[src/hdl/hmp_pkg.sv]
`timescale 1ns / 1ps

package hmp_pkg;

    localparam int BLOCK_BYTES = 64;
    localparam int WORD_BYTES  = 4;
    localparam int BLOCK_WORDS = BLOCK_BYTES / WORD_BYTES;
    localparam int LEN_OFFSET  = 56;

    localparam int FILL_W  = $clog2(BLOCK_BYTES);
    localparam int MARK_W  = FILL_W + 1;
    localparam int WORD_W  = $clog2(BLOCK_WORDS);
    localparam int LANE_W  = $clog2(WORD_BYTES);
    localparam int COUNT_W = 61;
    localparam int ADDR_W  = 2;

    localparam logic [7:0]        PAD_MARK      = 8'h80;
    localparam logic [ADDR_W-1:0] REG_HASH_MODE = '0;
    localparam logic              MODE_MD5      = 1'b0;
    localparam logic              MODE_SHA256   = 1'b1;

    typedef enum logic [2:0] {
        ST_IDLE = 3'b001,
        ST_PREP = 3'b010,
        ST_EMIT = 3'b100
    } t_state;

    typedef struct packed {
        logic [MARK_W-1:0] mark;
        logic              with_len;
        logic              zero;
        logic              mode;
    } t_fmt_ctl;

endpackage

[src/hdl/hmp_block_mem.sv]
`timescale 1ns / 1ps

module hmp_block_mem (
    input  logic                        i_clk,
    input  logic                        i_we,
    input  logic [hmp_pkg::WORD_W-1:0]  i_waddr,
    input  logic [hmp_pkg::LANE_W-1:0]  i_wlane,
    input  logic [7:0]                  i_wdata,
    input  logic [hmp_pkg::WORD_W-1:0]  i_raddr,
    output logic [31:0]                 o_rdata
);

    logic [31:0] r_mem [hmp_pkg::BLOCK_WORDS];
    logic [31:0] r_rdata;

    always_ff @(posedge i_clk) begin
        for (int l = 0; l < hmp_pkg::WORD_BYTES; l++) begin
            if (i_we && (i_wlane == hmp_pkg::LANE_W'(l))) begin
                r_mem[i_waddr][8*l +: 8] <= i_wdata;
            end
        end
        r_rdata <= r_mem[i_raddr];
    end

    assign o_rdata = r_rdata;

endmodule

[src/hdl/hmp_word_fmt.sv]
`timescale 1ns / 1ps

module hmp_word_fmt (
    input  hmp_pkg::t_fmt_ctl              i_ctl,
    input  logic [hmp_pkg::WORD_W-1:0]     i_word,
    input  logic [31:0]                    i_rdata,
    input  logic [hmp_pkg::COUNT_W-1:0]    i_count,
    output logic [31:0]                    o_word
);

    logic [63:0] bit_len;

    assign bit_len = {i_count, 3'b000};

    always_comb begin
        logic [hmp_pkg::FILL_W-1:0] pos;
        logic [2:0]                 k;
        logic [2:0]                 sel;
        o_word = '0;
        for (int j = 0; j < hmp_pkg::WORD_BYTES; j++) begin
            pos = {i_word, hmp_pkg::LANE_W'(j)};
            k   = pos[2:0];
            sel = (i_ctl.mode == hmp_pkg::MODE_SHA256) ? ~k : k;
            if (i_ctl.with_len && (pos >= hmp_pkg::FILL_W'(hmp_pkg::LEN_OFFSET))) begin
                o_word[8*j +: 8] = bit_len[{sel, 3'b000} +: 8];
            end else if (i_ctl.zero) begin
                o_word[8*j +: 8] = 8'h00;
            end else if ({1'b0, pos} < i_ctl.mark) begin
                o_word[8*j +: 8] = i_rdata[8*j +: 8];
            end else if ({1'b0, pos} == i_ctl.mark) begin
                o_word[8*j +: 8] = hmp_pkg::PAD_MARK;
            end else begin
                o_word[8*j +: 8] = 8'h00;
            end
        end
    end

endmodule

[src/hdl/hash_message_padder_top.sv]
`timescale 1ns / 1ps

// Channel | Direction | Handshake                  | Payload
// input   | in        | i_in_valid / o_in_stall    | i_data_byte, i_has_byte, i_end_of_message
// output  | out       | o_out_valid / i_out_stall  | o_block_word, o_word_index, o_block_end,
//         |           |                            | o_message_end
// config  | in        | psel, penable, pwrite      | paddr, pwdata, prdata
//
// While no block is being read out, bytes stream at one per cycle.
// A block readout primes the memory read port in a prepare state and then emits sixteen words,
// holding each while the output stalls; a trailing padding block adds sixteen more words.
// The input stalls for the whole readout, since the block memory has one read port.
// Reset is synchronous and active low; it clears the fill and length counts and hash_mode.

module hash_message_padder_top (
    input  logic                        i_clk,
    input  logic                        i_rst_n,

    input  logic                        i_in_valid,
    output logic                        o_in_stall,
    input  logic [7:0]                  i_data_byte,
    input  logic                        i_has_byte,
    input  logic                        i_end_of_message,

    output logic                        o_out_valid,
    input  logic                        i_out_stall,
    output logic [31:0]                 o_block_word,
    output logic [3:0]                  o_word_index,
    output logic                        o_block_end,
    output logic                        o_message_end,

    input  logic                        psel,
    input  logic                        penable,
    input  logic                        pwrite,
    input  logic [hmp_pkg::ADDR_W-1:0]  paddr,
    input  logic [31:0]                 pwdata,
    output logic [31:0]                 prdata,
    output logic                        pready
);

    hmp_pkg::t_state                  r_state, n_state;
    logic [hmp_pkg::FILL_W-1:0]       r_fill, n_fill;
    logic [hmp_pkg::COUNT_W-1:0]      r_count, n_count;
    logic [hmp_pkg::WORD_W-1:0]       r_word, n_word;
    logic [hmp_pkg::MARK_W-1:0]       r_mark, n_mark;
    logic                             r_with_len, n_with_len;
    logic                             r_zero, n_zero;
    logic                             r_pend_eom, n_pend_eom;
    logic                             r_mode;
    logic                             r_out_valid, n_out_valid;
    logic [31:0]                      r_out_word;
    logic [3:0]                       r_out_index;
    logic                             r_out_bend;
    logic                             r_out_mend;

    logic                             in_xfer;
    logic                             out_free;
    logic                             load_word;
    logic                             mem_we;
    logic [hmp_pkg::MARK_W-1:0]       fill_inc;
    logic [31:0]                      rdata;
    logic [31:0]                      fmt_word;
    hmp_pkg::t_fmt_ctl                fmt_ctl;

    assign in_xfer  = i_in_valid && (r_state == hmp_pkg::ST_IDLE);
    assign out_free = !r_out_valid || !i_out_stall;
    assign load_word = (r_state == hmp_pkg::ST_EMIT) && out_free;
    assign mem_we   = in_xfer && i_has_byte;
    assign fill_inc = {1'b0, r_fill} + hmp_pkg::MARK_W'(i_has_byte);

    assign fmt_ctl.mark     = r_mark;
    assign fmt_ctl.with_len = r_with_len;
    assign fmt_ctl.zero     = r_zero;
    assign fmt_ctl.mode     = r_mode;

    hmp_block_mem u_mem (
        .i_clk   (i_clk),
        .i_we    (mem_we),
        .i_waddr (r_fill[hmp_pkg::FILL_W-1:hmp_pkg::LANE_W]),
        .i_wlane (r_fill[hmp_pkg::LANE_W-1:0]),
        .i_wdata (i_data_byte),
        .i_raddr (n_word),
        .o_rdata (rdata)
    );

    hmp_word_fmt u_fmt (
        .i_ctl   (fmt_ctl),
        .i_word  (r_word),
        .i_rdata (rdata),
        .i_count (r_count),
        .o_word  (fmt_word)
    );

    always_comb begin
        n_state     = r_state;
        n_fill      = r_fill;
        n_count     = r_count;
        n_word      = r_word;
        n_mark      = r_mark;
        n_with_len  = r_with_len;
        n_zero      = r_zero;
        n_pend_eom  = r_pend_eom;
        n_out_valid = r_out_valid;
        if (!r_out_valid || !i_out_stall) begin
            n_out_valid = 1'b0;
        end
        unique case (r_state)
            hmp_pkg::ST_IDLE: begin
                if (in_xfer) begin
                    n_fill  = fill_inc[hmp_pkg::FILL_W-1:0];
                    n_count = r_count + hmp_pkg::COUNT_W'(i_has_byte);
                    n_word  = '0;
                    if (fill_inc[hmp_pkg::MARK_W-1]) begin
                        n_mark     = fill_inc;
                        n_with_len = 1'b0;
                        n_zero     = 1'b0;
                        n_pend_eom = i_end_of_message;
                        n_state    = hmp_pkg::ST_PREP;
                    end else if (i_end_of_message) begin
                        n_mark     = fill_inc;
                        n_with_len = fill_inc < hmp_pkg::MARK_W'(hmp_pkg::LEN_OFFSET);
                        n_zero     = 1'b0;
                        n_pend_eom = 1'b0;
                        n_state    = hmp_pkg::ST_PREP;
                    end
                end
            end
            hmp_pkg::ST_PREP: begin
                n_state = hmp_pkg::ST_EMIT;
            end
            hmp_pkg::ST_EMIT: begin
                if (load_word) begin
                    n_out_valid = 1'b1;
                    n_word      = r_word + 1'b1;
                    if (r_word == hmp_pkg::WORD_W'(hmp_pkg::BLOCK_WORDS - 1)) begin
                        if (r_mark[hmp_pkg::MARK_W-1]) begin
                            if (r_pend_eom) begin
                                n_mark     = '0;
                                n_with_len = 1'b1;
                                n_pend_eom = 1'b0;
                            end else begin
                                n_state = hmp_pkg::ST_IDLE;
                            end
                        end else if (!r_with_len) begin
                            n_zero     = 1'b1;
                            n_with_len = 1'b1;
                        end else begin
                            n_fill  = '0;
                            n_count = '0;
                            n_state = hmp_pkg::ST_IDLE;
                        end
                    end
                end
            end
            default: begin
                n_state = hmp_pkg::ST_IDLE;
            end
        endcase
    end

    always_ff @(posedge i_clk) begin
        if (!i_rst_n) begin
            r_state     <= hmp_pkg::ST_IDLE;
            r_fill      <= '0;
            r_count     <= '0;
            r_word      <= '0;
            r_mark      <= '0;
            r_with_len  <= 1'b0;
            r_zero      <= 1'b0;
            r_pend_eom  <= 1'b0;
            r_mode      <= hmp_pkg::MODE_MD5;
            r_out_valid <= 1'b0;
        end else begin
            r_state     <= n_state;
            r_fill      <= n_fill;
            r_count     <= n_count;
            r_word      <= n_word;
            r_mark      <= n_mark;
            r_with_len  <= n_with_len;
            r_zero      <= n_zero;
            r_pend_eom  <= n_pend_eom;
            r_out_valid <= n_out_valid;
            if (psel && penable && pwrite && (paddr == hmp_pkg::REG_HASH_MODE)) begin
                r_mode <= pwdata[0];
            end
        end
    end

    always_ff @(posedge i_clk) begin
        if (load_word) begin
            r_out_word  <= fmt_word;
            r_out_index <= r_word;
            r_out_bend  <= (r_word == hmp_pkg::WORD_W'(hmp_pkg::BLOCK_WORDS - 1));
            r_out_mend  <= (r_word == hmp_pkg::WORD_W'(hmp_pkg::BLOCK_WORDS - 1))
                           && r_with_len;
        end
    end

    assign o_in_stall    = (r_state != hmp_pkg::ST_IDLE);
    assign o_out_valid   = r_out_valid;
    assign o_block_word  = r_out_word;
    assign o_word_index  = r_out_index;
    assign o_block_end   = r_out_bend;
    assign o_message_end = r_out_mend;
    assign prdata        = (paddr == hmp_pkg::REG_HASH_MODE) ? {31'b0, r_mode} : 32'b0;
    assign pready        = 1'b1;

endmodule

[config.mk]
export PLATFORM = sky130hd
export DESIGN_NAME = hash_message_padder_top
export DESIGN_NICKNAME = d
export VERILOG_FILES = /design/src/hdl/hmp_pkg.sv /design/src/hdl/hmp_block_mem.sv /design/src/hdl/hmp_word_fmt.sv /design/src/hdl/hash_message_padder_top.sv
export SDC_FILE = /design/constraint.sdc
export NUM_CORES = 1
export LEC_CHECK = 0
export BUFFER_PORTS_ARGS = -buffer_cell sky130_fd_sc_hd__buf_2
export CAP_MARGIN = 10
export CORE_MARGIN = 3
export CORE_UTILIZATION = 30
export CTS_BUF_LIST = sky130_fd_sc_hd__clkbuf_4
export CTS_CLUSTER_DIAMETER = 80
export DETAILED_ROUTE_END_ITERATION = 16
export SLEW_MARGIN = 20
export SYNTH_ARGS = -nofsm -noshare
export SYNTH_HDL_FRONTEND = slang
export SYNTH_HIERARCHICAL = 1
export SYNTH_SLANG_ARGS = --single-unit
export TNS_END_PERCENT = 30
[constraint.sdc]
create_clock -name i_clk -period 15 [get_ports i_clk]
set_input_delay 1.5 -clock i_clk [delete_from_list [all_inputs] [get_ports i_clk]]
set_output_delay 1.5 -clock i_clk [all_outputs]
set_load 0.01 [all_outputs]
After elaboration in Yosys (flattened, before gate mapping)
Memory sizes are Yosys's and may differ from the RTL's. A register that Yosys moved wholly into a read port is not among the register bits.
Cells that the tools add are included.
{"block": "totals", "inputBits": 51, "word_cells": 174, "ram_bits": 512, "n_memories": 1, "output_inout_bits": 73, "regBits": 124}
{"memory": "u_mem.r_mem", "words": 16, "word_bits": 32, "read_ports": 1, "rd_clocked_by_memory_dff": 1, "write_ports": 1, "line_no": "hmp_block_mem.sv:13", "source": "logic [31:0] r_mem [hmp_pkg::BLOCK_WORDS];"}
{"block": "classes", "bitwise": 4, "n_mux": 86, "addsub": 3, "n_reduce_logical": 28, "n_lt_le_gt_ge": 9, "shifts": 4, "n_eq_ne": 24}
{"operator": "61-bit 2-to-1 mux", "n": 5}
{"operator": "64-bit by 7-bit indexed part select with 8-bit output", "n": 4}
{"operator": "8-bit 2-to-1 mux", "n": 16}
{"operator": "61-bit one-hot mux with 2 select lines", "n": 1}
{"operator": "61-bit by 1-bit adder with 61-bit output", "n": 1}
{"operator": "7-bit 2-to-1 mux", "n": 7}
{"operator": "3-bit 2-to-1 mux", "n": 12}
{"operator": "1-bit 2-to-1 mux", "n": 31}
{"operator": "6-bit 2-to-1 mux", "n": 5}
{"operator": "6-bit by 7-bit == test with 1-bit output", "n": 4}
{"operator": "6-bit by 7-bit < comparator with 1-bit output", "n": 4}
{"operator": "6-bit >= comparator (second input constant)", "n": 4}
{"operator": "6-bit AND reduction", "n": 4}
{"operator": "1-bit logical AND", "n": 15}
{"operator": "2-bit != test (second input constant)", "n": 7}
{"operator": "7-bit one-hot mux with 2 select lines", "n": 1}
{"operator": "7-bit AND reduction", "n": 2}
{"operator": "3-bit != test (second input constant)", "n": 4}
{"operator": "3-bit inverter", "n": 4}
{"operator": "6-bit one-hot mux with 2 select lines", "n": 1}
{"operator": "3-bit one-hot mux with 3 select lines", "n": 1}
{"operator": "4-bit 2-to-1 mux", "n": 2}
{"operator": "4-bit one-hot mux with 2 select lines", "n": 1}
{"operator": "6-bit by 1-bit adder with 7-bit output", "n": 1}
{"operator": "other kinds (16)", "n": 21}

Depth between registers and ports, before layout
{"block": "logic_depth", "word_depth": 6, "depth_mapped": 10, "depth_no_buf": 7}

Hierarchy
Netlist, hierarchy kept.
{"mod": "hmp_block_mem", "cells_per_inst": 910, "instances": 1, "area_each_um2": 20116.8, "seq_area_each_um2": 16015.4}
{"mod": "hash_message_padder_top", "cells_per_inst": 604, "instances": 1, "area_each_um2": 5693.0, "seq_area_each_um2": 2862.7}
{"mod": "hmp_word_fmt", "cells_per_inst": 126, "instances": 1, "area_each_um2": 1337.5, "seq_area_each_um2": 0.0}

Worst setup path before layout
Ideal clock, no wire load.
{"block": "synth_path", "kind": "input -> register", "startpoint": "in i_out_stall", "endpoint": "reg u_mem.r_rdata[10], in the netlist u_mem/o_rdata[10] (read register of u_mem.r_mem)", "stages": 7, "t_arrival_ps": 5117, "setup_slack_ps": 9763, "setup_time_ps": 120, "path_buffers": 2, "t_required_ps": 14880, "cell_sequence": "a21oi_1 -> mux2_2 -> buf_2 -> buf_2 -> mux4_2 -> a22oi_1 -> nand2_1"}
{"block": "synth_between", "elab_chain_len": 5}
{"element": "start: declaration", "line_no": "hash_message_padder_top.sv:26", "source": "input logic i_out_stall,"}
{"element": "1-bit zero test", "line_no": "hash_message_padder_top.sv:66", "source": "assign out_free = !r_out_valid || !i_out_stall;"}
{"element": "1-bit logical OR", "line_no": "hash_message_padder_top.sv:66"}
{"element": "1-bit logical AND", "line_no": "hash_message_padder_top.sv:67", "source": "assign load_word = (r_state == hmp_pkg::ST_EMIT) && out_free;"}
{"element": "4-bit 2-to-1 mux", "line_no": "hash_message_padder_top.sv:132", "source": "if (load_word) begin"}
{"element": "4-bit one-hot mux with 2 select lines", "line_no": "hash_message_padder_top.sv:107", "source": "unique case (r_state)"}
{"element": "net n_word, one bit", "line_no": "hash_message_padder_top.sv:44", "source": "logic [hmp_pkg::WORD_W-1:0] r_word, n_word;"}
{"element": "end: declaration", "line_no": "hmp_block_mem.sv:14", "source": "logic [31:0] r_rdata;"}
The timed path passes the listed nets, and every way through them passes these cells.
A chain may end at the register's enable or synchronous reset.

Worst setup path after layout
{"block": "layout_path", "startpoint": "reg r_state[2]", "endpoint": "reg u_mem.r_rdata[11], in the netlist u_mem/o_rdata[11] (read register of u_mem.r_mem)"}
{"block": "layout_between", "elab_chain_len": 4, "elab_cells_between_ends": 7, "classes_between": "eq/ne: 2; mux: 3; reduce/logical: 2"}
{"element": "start: declaration", "line_no": "hash_message_padder_top.sv:41", "source": "hmp_pkg::t_state r_state, n_state;"}
{"element": "start signal: assignment", "line_no": "hash_message_padder_top.sv:163", "source": "r_state <= hmp_pkg::ST_IDLE;"}
{"element": "start signal: assignment", "line_no": "hash_message_padder_top.sv:174", "source": "r_state <= n_state;"}
{"element": "3-bit == test", "line_no": "hash_message_padder_top.sv:67"}
{"element": "1-bit logical AND", "line_no": "hash_message_padder_top.sv:67"}
{"element": "net load_word", "line_no": "hash_message_padder_top.sv:58", "source": "logic load_word;"}
{"element": "4-bit 2-to-1 mux", "line_no": "hash_message_padder_top.sv:132"}
{"element": "4-bit one-hot mux with 2 select lines", "line_no": "hash_message_padder_top.sv:107"}
{"element": "net n_word, one bit", "line_no": "hash_message_padder_top.sv:44"}
The timed path passes the listed nets, and every way through them passes these cells.

==> results.cfg <==
[cts]
cts_sinks = 668
cts_root_buf = clkbuf_4
clock_path_buffers = 3
clk_latency_ns = 0.99
numCtsBuffers = 170
post_cts_resized = 0
htree_levels = 4
postCtsSetupBuffers = 0
clkSlewWorstSetupHoldPaths_ns = 0.06
cts_tree = built
ctsHoldBuffers = 0

[floorplan]
die_height_um = 307
dieArea_um2 = 94100
fp.dieW_um = 307
std_cell_rows = 109
core_um2 = 89100
start_util = 0.305
io_pins = 124

[synth]
ys_seq_area_frac = 0.695
synth_common_cells = edfxtp_1 (550), mux4_2 (154), dfxtp_1 (118), nor2_1 (107), nand2_1 (96)
avgSynthCellArea_um2 = 16.6
netlist_area_um2 = 27100
synth_seq_cells = 668
yosys_most_used_dff = edfxtp_1
synthArstFlopShare = 0
synthCells = 1640
yosysMostFrequentCell = edfxtp_1
synth_top_area_cell = edfxtp_1
synthTopCellsByArea = edfxtp_1 (61%), mux4_2 (13%), dfxtp_1 (8.7%), a22oi_1 (1.9%), nor2_1 (1.5%)
ys_warn_count = 6
synth_top_area_frac = 0.608
synth_edf_count = 550
synth.distinct_cells = 65

[setup_path]
critical_path_class = reg -> reg
r2r_cells = 8
crit_path_end_kind = flop
crit_fanout = 52
required_ns = 15.84
arrival_ns = 5.63
cp-start-kind = flop

[sta]
finalHoldWorstSlack_ns = 0.512
slew_headroom = 0.322
finalCriticalPeriod_ns = 4.79
fmax_mhz = 209
slew_violations = 0
hold_violations = 0
finClkSkew_ns = 0.0493
setup_viol = 0
rsz0062_at_grt = false
tightest_slew_ns = 1.01
fin_tns_setup_ns = 0
min_period_over_period = 0.319

[cells_and_area]
nets = 1858
syn2layout_area_growth_pct = 13.6
drive_above_1_share = 0.271
post-route-cell-area_um2 = 30800
fillers = 8441

[grt]
met3_usage = 0.0371
grt_pass1_vias = 15641
grtUsageTotal = 0.134
top_usage_layer = met2
use_met1 = 0.175
antenna_found_initial = 3
use_met2 = 0.217
grt.overflow.total = 0
grt_max_degree = 65
grt_first_pass_wirelength_um = 95400

[hold_path]
hold_depth = 2
hp-class = reg -> reg

[run_status]
status = finished, final reports clean

[route]
drt_wl_total_um = 63300
ant_nets = 0
wl_per_cell_um = 20.4
vias = 15647
drtIter0Drc = 1214
drt_pass1_iterations = 7
post-route-drc-count = 0
vias_per_cell = 5.05

[pwr]
p_per_area_nw_per_um2 = 119
ir_drop_uv = 57.6
power.leakage_nw = 9.61

[placement]
hpwl_um = 39900
gp_congestion = 0.856
port_buffers = 60
postPlaceCellArea_um2 = 28500

[run]
drv_cap = 0
-- sequential cells by signal, summed over array words and instances, names as in the netlist, named ones only --
| register | cells |
|---|---|
| u_mem/r_mem | 512 |
| r_count | 61 |
| o_block_word | 32 |
| u_mem/o_rdata | 32 |
| r_mark | 7 |
| r_fill | 6 |
| o_word_index | 4 |
| r_word | 4 |
| r_state | 3 |
| o_block_end | 1 |
| o_message_end | 1 |
| r_mode | 1 |
| r_pend_eom | 1 |
| r_with_len | 1 |
| r_zero | 1 |
-- final timing paths --
kind / start / to / slack (ns)
worst max-delay path: r_state[2] / u_mem/o_rdata[11] / 10.21
worst min-delay path: r_count[51] / r_count[51] / 0.51
worst min register to register: r_count[51] / r_count[51] / 0.51
worst max register to register: r_state[2] / u_mem/o_rdata[11] / 10.21
-- per-layer routing --
layer	vias up	part of all wire
met1	8003	0.43
met4	2	0.016
met3	73	0.067
met5	-	0.00021
met2	585	0.49
li1	6984	-
-- cells by family after synthesis --
logic type,count (synthesis),synth area share
xor gates and xnor gates,20,0.00645
buffers and inverters,134,0.0259
muxes,162,0.131
adders and majority gates,10,0.00461
other,2,0.000277
AOI/OAI and AO/OA,241,0.0607
and+or+nand+nor,403,0.0758
DFF,668,0.695
-- metrics by stage --
stage | utilization | instances | power (mW) | worst slack (ns)
after floorplan | - | 1670 | 2.09 | 9.76
after global placement | 0.320 | 2790 | 2.12 | 9.69
after detailed placement | 0.320 | 2790 | 2.13 | 9.59
after CTS | 0.346 | 3099 | 3.73 | 10.13
after global routing | 0.346 | 3100 | 3.84 | 9.84
final | 0.346 | 3100 | 3.67 | 10.21
-- power by group --
group | internal [mW] | leakage (nW) | switching, mW
logic | 0.0172 | 2.34 | 0.0551
clock network | 0.859 | 1.34 | 0.727
registers | 2.01 | 5.94 | 0.00509
-- placed cells by master, fill, tap and decap left out, drive strengths merged, types with 20 or more instances in the layout --
master / n
clkbuf: 258
conb: 32
nor2: 107
or4: 20
buf: 72
nand3: 33
mux4: 154
o21ai: 34
or3: 27
a22o: 26
a21oi: 58
nand4: 36
nand2: 96
a22oi: 67
inv: 22
clkinv: 38
edfxtp: 550
dfxtp: 118
-- final cells by class --
type / instances / area, um^2 / area share
Multi-Input combinational cell: 868 / 7730 / 0.251
Timing Repair Buffer: 72 / 408 / 0.0132
Antenna cell: 1 / 2.50 / 0.0000811
Clock buffer: 258 / 1940 / 0.0628
Sequential cell: 668 / 18900 / 0.612
Inverter: 17 / 63.8 / 0.00207
Tap cell: 1165 / 1460 / 0.0473
Clock inverter: 51 / 355 / 0.0115
-- worst max-delay path, stage by stage (launching register included) --
cell and delay [ns]:
dfxtp_1 0.43, or3b_1 0.66, a21oi_4 0.28, buf_4 0.51
mux2_8 0.70, buf_4 0.78, mux4_2 0.59, a22oi_1 0.52
nand2_1 0.11
Note: power is estimated with default switching activity, not from simulation.
